**src/hw/rtl/ivol_pkg.sv**
```systemverilog
// Shared types, register codes and helpers for the integral-volume block.
// No dependencies; every other file imports this package.
package ivol_pkg;

   localparam int SIZE_BITS     = 13;  // holds any effective size, up to 4096
   localparam int Z_BITS        = 12;
   localparam int CSR_IDX_BITS  = 2;
   localparam int CSR_DATA_BITS = 13;
   localparam int VOXEL_BITS    = 32;
   localparam int OUT_BITS      = 32;
   localparam int OUTQ_DEPTH    = 3;
   localparam int OUTQ_PTR_BITS = 2;
   localparam int DEPTH_LIMIT   = 4096;

   typedef enum logic [CSR_IDX_BITS-1:0] {
      REG_WIDTH  = 2'd0,
      REG_HEIGHT = 2'd1,
      REG_DEPTH  = 2'd2
   } reg_index_type;

   // Per-request control carried from the scan stage into the accumulator.
   typedef struct packed {
      logic valid;
      logic add_line;   // row index is nonzero
      logic add_slice;  // slice index is nonzero
      logic last;       // final voxel of the volume
   } issue_ctrl_type;

   typedef struct packed {
      logic [OUT_BITS-1:0] integral_value;
      logic                last_of_volume;
   } result_type;

   // Zero reads as one, anything over the limit as the limit.
   function automatic logic [SIZE_BITS-1:0] clamp_size(input logic [SIZE_BITS-1:0] value,
                                                       input logic [SIZE_BITS-1:0] limit);
      logic [SIZE_BITS-1:0] res;
      if (value == '0) begin
         res = SIZE_BITS'(1);
      end else if (value > limit) begin
         res = limit;
      end else begin
         res = value;
      end
      return res;
   endfunction

endpackage

```
**src/hw/rtl/ivol_outq.sv**
```systemverilog
// Small output queue that decouples the accumulator from result back-pressure.
// Depends on ivol_pkg for the result type and queue depth.
module ivol_outq import ivol_pkg::*; (
   input  logic                     clock,
   input  logic                     reset,
   input  logic                     push,
   input  result_type               push_data,
   input  logic                     pop,
   output logic                     head_valid,
   output result_type               head_data,
   output logic [OUTQ_PTR_BITS-1:0] count
);

   result_type                 entry_ff [OUTQ_DEPTH];
   logic [OUTQ_PTR_BITS-1:0]   wr_ptr_ff, wr_ptr_in;
   logic [OUTQ_PTR_BITS-1:0]   rd_ptr_ff, rd_ptr_in;
   logic [OUTQ_PTR_BITS-1:0]   count_ff, count_in;
   logic                       do_pop;

   localparam logic [OUTQ_PTR_BITS-1:0] LAST_PTR = OUTQ_PTR_BITS'(OUTQ_DEPTH - 1);

   assign head_valid = (count_ff != '0);
   assign head_data  = entry_ff[rd_ptr_ff];
   assign count      = count_ff;
   assign do_pop     = pop && head_valid;

   always_comb begin
      wr_ptr_in = wr_ptr_ff;
      rd_ptr_in = rd_ptr_ff;
      count_in  = count_ff;
      if (push) begin
         wr_ptr_in = (wr_ptr_ff == LAST_PTR) ? '0 : wr_ptr_ff + OUTQ_PTR_BITS'(1);
      end
      if (do_pop) begin
         rd_ptr_in = (rd_ptr_ff == LAST_PTR) ? '0 : rd_ptr_ff + OUTQ_PTR_BITS'(1);
      end
      if (push && !do_pop) begin
         count_in = count_ff + OUTQ_PTR_BITS'(1);
      end else if (!push && do_pop) begin
         count_in = count_ff - OUTQ_PTR_BITS'(1);
      end
   end

   always_ff @(posedge clock) begin
      if (reset) begin
         wr_ptr_ff <= '0;
         rd_ptr_ff <= '0;
         count_ff  <= '0;
      end else begin
         wr_ptr_ff <= wr_ptr_in;
         rd_ptr_ff <= rd_ptr_in;
         count_ff  <= count_in;
      end
   end

   always_ff @(posedge clock) begin
      if (push) begin
         entry_ff[wr_ptr_ff] <= push_data;
      end
   end

   assert property (@(posedge clock) disable iff (reset)
      count_ff <= OUTQ_PTR_BITS'(OUTQ_DEPTH))
      else $error("output queue count out of range");

   assert property (@(posedge clock) disable iff (reset)
      push && (count_ff == OUTQ_PTR_BITS'(OUTQ_DEPTH)) |-> do_pop)
      else $error("push into full output queue");

   assert property (@(posedge clock) disable iff (reset)
      push && !do_pop |=> count_ff == $past(count_ff) + OUTQ_PTR_BITS'(1))
      else $error("output queue count did not track push");

endmodule
```
**config.mk**
```make
export PLATFORM = sky130hd
export DESIGN_NAME = ivol_outq
export DESIGN_NICKNAME = d
export VERILOG_FILES = /design/src/hw/rtl/ivol_pkg.sv /design/src/hw/rtl/ivol_outq.sv
export SDC_FILE = /design/constraint.sdc
export NUM_CORES = 1
export LEC_CHECK = 0
export BUFFER_PORTS_ARGS = -buffer_cell sky130_fd_sc_hd__buf_4
export CAP_MARGIN = 0
export CORE_MARGIN = 2
export CORE_UTILIZATION = 55
export CTS_CLUSTER_DIAMETER = 30
export DETAILED_ROUTE_END_ITERATION = 10
export GPL_TIMING_DRIVEN = 1
export PLACE_DENSITY = 0.79
export SYNTH_ARGS = -nofsm -noshare
export SYNTH_HDL_FRONTEND = slang
export SYNTH_SLANG_ARGS = --single-unit
```
**constraint.sdc**
```tcl
create_clock -name clock -period 6.09 [get_ports clock]
set_input_delay 0.9135 -clock clock [delete_from_list [all_inputs] [get_ports clock]]
set_output_delay 0.9135 -clock clock [all_outputs]
set_load 0.02 [all_outputs]
```
==> metrics.cfg <==
[timing]
finalHoldViolCount=0
fmax_mhz=340
maxSlewHeadroom=0.304
clock_skew_ns=0.00780
fin_crit_ns=2.94
rsz0062_at_grt=false
tightest_slew_ns=1.04
fin_crit_sh=0.483
drv_slew=0
tns_ns=0
finalSetupViolations=0

[finish]
nNetsFinal=353
layout.area.seq_um2=3140
final_util=0.698
layout-drive-gt1-share=0.306
syn_to_final_growth_pct=21.1
n_antenna_cell=0
final_common_cell=edfxtp_1
final_cell_mix=edfxtp_1 (99), buf_4 (73), nand2_1 (37)
multi_input_area_um2=787
fillers=482
final_cells=416

[critical_path]
crit_path_top_delay_cell=dfxtp_2
cp_max_fo=33
critPathTopFamily=flip-flops
crit_required_ns=5.18
endpoint_kind=output pin
path_cells=mux2i_1 > o21ai_0 > buf_4
slowest_delay_ns=1.03
critPathArrivalTime_ns=2.03
critPathBufInv=1
critPathLaunchType=flop
worstSetupPathType=flop to output pin

[route]
antenna_left=0
avgRoutedWirePerCell_um=15.3
routed_wl_um=6350
via_count=2120
drt_iter0_drc=162
routed_via_density=5.10
drt-pass1-iter-count=4
drc_errors=0

[logic_synthesis]
synth_top_family_by_area=multiplexers
synth.distinct_cells=20
muxShareOfSynthArea=0.0863
synth_seq_area_share=0.791
synth_compound_area_frac=0.0512
synth_area_per_cell_um2=16.4
synth-xor-area-share=0.00442
yosys_warnings=0
syn_inst=242
synth_fa_ha_area_frac=0.00316
synthSimpleGateAreaFrac=0.0487
syn_area_um2=3960
syn-num-nets=280
yosys_register_bits=107

[clock_network]
ctsResizeCount=0
clkLatencyLatePin_ns=0.36
cts.path.max_buffers=2
cts_tree=built
path_clk_slew_ns=0.09
cts_setup_buffers=0
cts_buffers=9
clock-sinks=107
hold_buffers=0
cts_root_buf=clkbuf_8
htreeDepth=3

[die]
dieArea_um2=7900
die_w_um=88.9
core_area_um2=6870
row_count=30
die_height_um=88.9
io_pins=73
start_util=0.577

[power_and_ir_drop]
powerDensity_nw_per_um2=359
vdd_drop_max_uv=298
p_leak_uw=0.00164

[placement]
place.gp.congestion=0.687
dpl.hpwl_um=3850
dp.cells=400
io_buffers=72

[hold_path]
hold_path.class=flop to flop

[run_status]
status=finished clean

[global_route]
grt_start_max_net_pins=67
grt_antenna_before_repair=0
grt_pass1_wl_um=9590
grt.overflow.total=0
track_usage=0.168
first_global_vias=2064

[run]
drv_cap=0

report_power, final:
part           switching (uW)  internal (uW)
Clock                     231            192
Combinational             200            186
Sequential               66.0            848
cell families (layout without fill, tap and decap cells):
| logic type | count (synthesis) | after routing |
|---|---|---|
| AOI/OAI and AO/OA | 39 | 39 |
| buffers and inverters | 12 | 90 |
| and+or+nand+nor | 47 | 47 |
| DFF | 107 | 107 |
| xor gates and xnor gates | 2 | 2 |
| muxes | 34 | 34 |
| adders and majority gates | 1 | 1 |
path summary, 6_finish.rpt:
kind,slack (ns),cells past startpoint,to,startpoint
worst min-delay path,0.50,2,flop,rd_ptr_ff[1]
worst max-delay path,3.15,3,head_data[12],flop
worst min register to register,0.50,2,flop,rd_ptr_ff[1]
worst max register to register,4.34,2,entry_ff[2][16],wr_ptr_ff[1]
synth_stat cells (all sizes together):
master	n	area (um^2)
o21ai	35	179
edfxtp	99	2970
nor3b	1	7.51
buf	6	37.5
nor2	5	18.8
inv	1	3.75
ha	1	12.5
clkbuf	5	18.8
a21oi	4	23.8
or3	2	12.5
xor2	2	17.5
mux2i	33	330
mux2	1	11.3
nand2	37	139
or2	1	6.26
dfxtp	8	160
or3b	1	8.76
sequential cells by signal, summed over array words and instances (netlist names), named ones only:
register	count
entry_ff	99
count	2
rd_ptr_ff	2
wr_ptr_ff	2
final cells by class:
| cell class | instances | area share |
|---|---|---|
| Sequential cell | 107 | 0.654 |
| Multi-Input combinational cell | 123 | 0.164 |
| Timing Repair Buffer | 73 | 0.114 |
| Clock buffer | 9 | 0.0258 |
| Tap cell | 96 | 0.0251 |
| Clock inverter | 7 | 0.0159 |
| Inverter | 1 | 0.000783 |
worst register-to-register path, stage by stage (launching register included):
cell     delay, ns
dfxtp_1       0.44
nand2_1       0.13
nor2_4        0.79
metrics by stage:
| step | power [uW] | worst slack (ns) | area (um^2) | hold slack (ns) |
|---|---|---|---|---|
| 2_1_floorplan | 1150 | 2.21 | 3960 | 0.446 |
| 3_3_place_gp | 1310 | 3.52 | 4590 | 0.458 |
| 3_5_place_dp | 1320 | 3.51 | 4590 | 0.481 |
| 4_1_cts | 1750 | 3.10 | 4790 | 0.505 |
| 5_1_grt | 1800 | 2.99 | 4790 | 0.518 |
| 6_report | 1720 | 3.15 | 4790 | 0.501 |
metal layers:
layer | up-vias | track usage | wire [um]
li1 | 1045 | - | -
met5 | - | 0 | 0
met1 | 1022 | 0.200 | 2730
met2 | 48 | 0.288 | 3310
met3 | 5 | 0.0373 | 240
met4 | 0 | 0.0826 | 76
No activity file was read; power rests on OpenSTA's default activity.
