$ cat config.mk
export PLATFORM = sky130hd
export DESIGN_NAME = ivol_scan
export DESIGN_NICKNAME = d
export VERILOG_FILES = /design/src/hw/rtl/ivol_pkg.sv /design/src/hw/rtl/ivol_scan.sv
export SDC_FILE = /design/constraint.sdc
export NUM_CORES = 1
export LEC_CHECK = 0
export BUFFER_PORTS_ARGS = -buffer_cell sky130_fd_sc_hd__buf_4
export CAP_MARGIN = 5
export CORE_MARGIN = 2
export CORE_UTILIZATION = 36
export CTS_CLUSTER_SIZE = 24
export DETAILED_ROUTE_END_ITERATION = 8
export REMOVE_ABC_BUFFERS = 1
export SETUP_SLACK_MARGIN = 0.02
export SLEW_MARGIN = 20
export SYNTH_ARGS = -nofsm -noshare
export SYNTH_HDL_FRONTEND = slang
export SYNTH_SLANG_ARGS = --single-unit
$ cat constraint.sdc
create_clock -name clock -period 3.43 [get_ports clock]
set_input_delay 0.343 -clock clock [delete_from_list [all_inputs] [get_ports clock]]
set_output_delay 0.343 -clock clock [all_outputs]
set_load 0.02 [all_outputs]
$ cat src/hw/rtl/ivol_pkg.sv
// Shared types, register codes and helpers for the integral-volume block.
// No dependencies; every other file imports this package.
package ivol_pkg;

   localparam int SIZE_BITS     = 13;  // holds any effective size, up to 4096
   localparam int Z_BITS        = 12;
   localparam int CSR_IDX_BITS  = 2;
   localparam int CSR_DATA_BITS = 13;
   localparam int VOXEL_BITS    = 32;
   localparam int OUT_BITS      = 32;
   localparam int OUTQ_DEPTH    = 3;
   localparam int OUTQ_PTR_BITS = 2;
   localparam int DEPTH_LIMIT   = 4096;

   typedef enum logic [CSR_IDX_BITS-1:0] {
      REG_WIDTH  = 2'd0,
      REG_HEIGHT = 2'd1,
      REG_DEPTH  = 2'd2
   } reg_index_type;

   // Per-request control carried from the scan stage into the accumulator.
   typedef struct packed {
      logic valid;
      logic add_line;   // row index is nonzero
      logic add_slice;  // slice index is nonzero
      logic last;       // final voxel of the volume
   } issue_ctrl_type;

   typedef struct packed {
      logic [OUT_BITS-1:0] integral_value;
      logic                last_of_volume;
   } result_type;

   // Zero reads as one, anything over the limit as the limit.
   function automatic logic [SIZE_BITS-1:0] clamp_size(input logic [SIZE_BITS-1:0] value,
                                                       input logic [SIZE_BITS-1:0] limit);
      logic [SIZE_BITS-1:0] res;
      if (value == '0) begin
         res = SIZE_BITS'(1);
      end else if (value > limit) begin
         res = limit;
      end else begin
         res = value;
      end
      return res;
   endfunction

endpackage

$ cat src/hw/rtl/ivol_scan.sv
// Raster scan stage: size registers, x/y/z position counters, row running sum,
// and the store addresses for each accepted request. Depends on ivol_pkg.
module ivol_scan import ivol_pkg::*; #(
   parameter int MAX_WIDTH  = 256,
   parameter int MAX_HEIGHT = 256,
   parameter int SUM_BITS   = 32,
   parameter int XW = (MAX_WIDTH  > 1) ? $clog2(MAX_WIDTH)  : 1,
   parameter int YW = (MAX_HEIGHT > 1) ? $clog2(MAX_HEIGHT) : 1
) (
   input  logic                     clock,
   input  logic                     reset,
   input  logic                     accept,
   input  logic [VOXEL_BITS-1:0]    voxel_value,
   input  logic                     csr_write,
   input  logic [CSR_IDX_BITS-1:0]  csr_index,
   input  logic [CSR_DATA_BITS-1:0] csr_data,
   output logic [XW-1:0]            line_addr,
   output logic [XW+YW-1:0]         slice_addr,
   output logic [SUM_BITS-1:0]      row_sum,
   output issue_ctrl_type           ctrl
);

   localparam int IN_BITS = (SUM_BITS < VOXEL_BITS) ? SUM_BITS : VOXEL_BITS;
   localparam logic [SIZE_BITS-1:0] WIDTH_LIMIT  = SIZE_BITS'(MAX_WIDTH);
   localparam logic [SIZE_BITS-1:0] HEIGHT_LIMIT = SIZE_BITS'(MAX_HEIGHT);
   localparam logic [SIZE_BITS-1:0] DEPTH_MAX    = SIZE_BITS'(DEPTH_LIMIT);

   logic [SIZE_BITS-1:0] width_ff, width_in;
   logic [SIZE_BITS-1:0] height_ff, height_in;
   logic [SIZE_BITS-1:0] depth_ff, depth_in;
   logic [XW-1:0]        x_ff, x_in;
   logic [YW-1:0]        y_ff, y_in;
   logic [Z_BITS-1:0]    z_ff, z_in;
   logic [SUM_BITS-1:0]  row_ff, row_in;
   logic [SUM_BITS-1:0]  voxel;
   logic                 end_row, end_slice, end_vol;

   assign voxel  = SUM_BITS'(voxel_value[IN_BITS-1:0]);
   assign row_in = (x_ff == '0) ? voxel : row_ff + voxel;

   assign end_row   = (SIZE_BITS'(x_ff) + SIZE_BITS'(1)) >= width_ff;
   assign end_slice = end_row && ((SIZE_BITS'(y_ff) + SIZE_BITS'(1)) >= height_ff);
   assign end_vol   = end_slice && ((SIZE_BITS'(z_ff) + SIZE_BITS'(1)) >= depth_ff);

   assign line_addr      = x_ff;
   assign slice_addr     = {y_ff, x_ff};
   assign row_sum        = row_in;
   assign ctrl.valid     = accept;
   assign ctrl.add_line  = (y_ff != '0);
   assign ctrl.add_slice = (z_ff != '0);
   assign ctrl.last      = end_vol;

   always_comb begin
      width_in  = width_ff;
      height_in = height_ff;
      depth_in  = depth_ff;
      if (csr_write) begin
         unique case (csr_index)
            REG_WIDTH:  width_in  = clamp_size(SIZE_BITS'(csr_data[8:0]), WIDTH_LIMIT);
            REG_HEIGHT: height_in = clamp_size(SIZE_BITS'(csr_data[8:0]), HEIGHT_LIMIT);
            REG_DEPTH:  depth_in  = clamp_size(csr_data, DEPTH_MAX);
            default: ;
         endcase
      end
   end

   always_comb begin
      x_in = x_ff;
      y_in = y_ff;
      z_in = z_ff;
      if (accept) begin
         if (!end_row) begin
            x_in = x_ff + XW'(1);
         end else begin
            x_in = '0;
            if (!end_slice) begin
               y_in = y_ff + YW'(1);
            end else begin
               y_in = '0;
               z_in = end_vol ? '0 : z_ff + Z_BITS'(1);
            end
         end
      end
   end

   always_ff @(posedge clock) begin
      if (reset) begin
         width_ff  <= clamp_size(SIZE_BITS'(256), WIDTH_LIMIT);
         height_ff <= clamp_size(SIZE_BITS'(256), HEIGHT_LIMIT);
         depth_ff  <= SIZE_BITS'(1);
         x_ff      <= '0;
         y_ff      <= '0;
         z_ff      <= '0;
         row_ff    <= '0;
      end else begin
         width_ff  <= width_in;
         height_ff <= height_in;
         depth_ff  <= depth_in;
         x_ff      <= x_in;
         y_ff      <= y_in;
         z_ff      <= z_in;
         if (accept) begin
            row_ff <= row_in;
         end
      end
   end

endmodule

==> impl_results.md <==
- Outcome: finished clean
- Core area: approximately 19000 sq um
- Startpoint types: register
- Slowest CP cell: dfxtp_2
- Clk slew on worst S/H paths: 0.07 ns
- XOR/XNOR Fraction of Synth Area: under 10%
- Initial antenna violation count: 0
- Die Footprint: 20000 sq um
- P per Cell Area: between 400 and 500 nW/um^2
- Initial core utilization: between 30 and 40%
- Reg2reg end: z_ff[6]
- RSZ-0062 raised after global routing: true
- R2r worst-path depth: 17
- Critical R2R Launch: z_ff[0]
- CTS buffer count: 9
- Synthesized flop and latch total: 91
- Power Total: 3460 uW
- Crit Path Category: reg2out
- Max-capacitance violation count: 0
- Cells after Synth: 890
- Post-synth EDFFs: 0
- Die W: 141 um
- Top Ports: 111
- YS warnings: 0
- FMAX: 300 MHz
- Final hold vios: 0
- Seq pwr share: 33.1%
- Clk root buf: clkbuf_16
- CP Data Required Time: 3.09 ns
- Clk Latency, worst-skew pair: around 0.36 ns
- Hold-fix buffers at CTS: 0
- Crit path top cell by count: a21o_1
- N_diodes: 0
- Max Root-Sink Buffers: 2
- Final core occ: 46.0%
- NetSw: 1230 uW
- Combinational Power Share: between 30% and 40%
- Switching share of power: 35.6%
- HP Class: in2reg
- Layout cells sized above 1: 22.0%
- Total wire length: 18800 um
- Hold Startpoint: csr_data[1]
- Drt pass-1 iters: 5
- Max transition margin: 47.2%
- Crit. End Element: primary output
- Largest family of logic cells by synthesized area: simple AND/OR/NAND/NOR gates
- Via count: about 6600
- Mapped Area: 6800 sq um
- Cell Chain, Critical Path: ha_4, and3_4, nand3_4, xnor2_2, ha_1, a21o_1, a21o_1, a21o_1, a21o_1, o21ai_0, o21ai_1, o211ai_1, nor2_1, buf_4
- GPL Wtd Cong: 0.891
- Max Fanout on Critical Path: 3
- Ys async rst share: 0%
- Compound-Gate Fraction of Synth Area: 21.8%
- Hold depth: 3
- Overflow after GRT: 0
- Critical Path AT: between 2 and 3 ns
- Multiplexer share of the synthesized area: 3.00%
- Global-route wire length before repair: a little over 30000 um
- ANT nets after route: 0
- CP max stage delay: 0.36 ns
- Yosys cell types: 66
- DR WL/cell: approximately 15 um
- R2r setup slk: 0.29 ns
- H-tree depth: 3
- Max-slew violation count: 0
- DRC: 0
- Clk pwr share: between 30% and 40%
- Skew final: 0.0113 ns
- Min Clock Period, post-route: between 3 and 4 ns
- Area delta synth->final: 26.0%
- Synth Area in Adders: 13.0%
- Tcrit/Tclk final: 97.2%
- Cell-internal power: ~2200 uW
- PortBufs: 110
- Sequential fraction of the synthesis area: about 27%
- Die height: approximately 140 um
- Number of DRC markers in iteration 0: 269
- Std-Cell Rows: 50
- Dpl hpwl: 14200 um
- Dpl cell area: 7970 sq um
- Hold EP: depth_ff[1]
- Syn Area/Cell: between 7 and 8 sq um
- CTS tree: yes
- Vias per inst: 5.28
- Sink Count: 91
- Simple-Gate Fraction of Synth Area: 23.0%
- Setup violations, final: 0
- Number of global-route vias before repair: 6343
- Synth Flop Type: dfxtp_1
- Layout Nets: 1124
- Tightest Pin Transition: 0.788 ns
- Tot GR Track Use: 19.0%
- Leakage: 0.00383 uW
- Post-route cell area: 8570 sq um
- Largest net degree at the start of global routing: 54
- VDD IR max: 254 uV
## layer usage
layer	track usage, %	wire length [um]	share of wire, %	vias up
li1	-	-	-	3353
met1	24.8	8950	48	3048
met2	32.3	8810	47	141
met3	3.24	762	4.1	17
met4	5.26	254	1.4	0
met5	0	0	0	-
## metrics by stage
step | setup TNS, ns | worst slack (ns) | hold slack (ns) | instances
after detailed placement | 0 | 0.0630 | 0.448 | 1221
final | 0 | 0.0944 | 0.242 | 1243
after global placement | 0 | 0.0783 | 0.444 | 1221
after floorplan | 0 | 0.0326 | 0.412 | 841
after CTS | -0.0106 | -0.0106 | 0.231 | 1241
after global routing | -0.0782 | -0.0398 | 0.265 | 1243
## power by group through the flow
stage | sequential (uW) | combinational (uW) | clock, uW
final | 1150 | 1230 | 1080
after CTS | 1150 | 1200 | 1120
after global routing | 1150 | 1350 | 1150
after detailed placement | 1170 | 1160 | 0
after floorplan | 1170 | 723 | 0
after global placement | 1170 | 1160 | 0
## Yosys cell counts (21+ instances only)
cell | count | area, sq um
clkbuf_1 | 34 | 128
nand3_1 | 24 | 120
ha_1 | 68 | 851
xnor2_1 | 24 | 210
a21oi_1 | 81 | 405
o21ai_0 | 36 | 180
nand2_1 | 98 | 368
inv_1 | 51 | 191
nor2_1 | 102 | 383
a21o_1 | 21 | 158
xor2_1 | 25 | 219
dfxtp_1 | 91 | 1820
o21a_1 | 22 | 165
## critical path, delay by kind of cell, from the launching register on
kind                       cells  cell delay (ns)
AOI/OAI and AO/OA              7             1.09
xor gates and xnor gates       1             0.15
adders and majority gates      2             0.44
buffers and inverters          1             0.17
DFF                            1             0.36
and+or+nand+nor                3             0.41
## cell usage in the layout (no fill, tap or decap), drive strengths merged, types with 3 or more instances in the layout
master,count
a211oi,4
a21o,21
a21oi,82
a22oi,7
a311oi,3
a31oi,12
a32o,11
and2,6
and3,16
and4,3
buf,152
clkbuf,9
dfxtp,91
ha,68
inv,55
mux2,3
mux2i,17
nand2,98
nand2b,6
nand3,24
nand3b,12
nand4,5
nor2,102
nor2b,13
nor3,15
nor3b,7
nor4,7
nor4b,3
o211a,3
o211ai,9
o21a,22
o21ai,37
or3,4
xnor2,24
xor2,25
## state kept, by name, indices dropped and copies added, names as in the netlist
signal     count
width_ff       9
line_addr      8
row_ff        32
y_ff           8
z_ff          12
height_ff      9
depth_ff      13
## logic make-up after synthesis
family          after synthesis
fa+ha+maj                    70
buf+inv                     101
flops                        91
xor+xnor                     49
compound gates              230
mux                          20
simple gates                329
## how the worst max path moves through the flow
stage                        start          end  cells past startpoint
CTS                        z_ff[1]      ctrl[0]                     14
finish                     z_ff[0]      ctrl[0]                     14
global route               z_ff[0]      ctrl[0]                     15
detailed placement  voxel_value[1]  row_sum[31]                     12
floorplan           voxel_value[1]  row_sum[31]                     10
global placement    voxel_value[1]  row_sum[31]                     12
## what timing repair did
item,4_1_cts,5_1_grt
pin swaps,15,19
resized for setup,21,32
buffers inserted,4,2
setup endpoints to repair,8,14
## layout make-up
cell class                 count  area, sq um
clock buffer                   9          225
clock inverter                 7         91.3
fill                        1866        10100
inverter                      52          195
multi-input combinational    698         4790
sequential                    91         1840
tap                          234          293
timing repair buffer         152         1140
No activity file was read; power rests on OpenSTA's default activity.
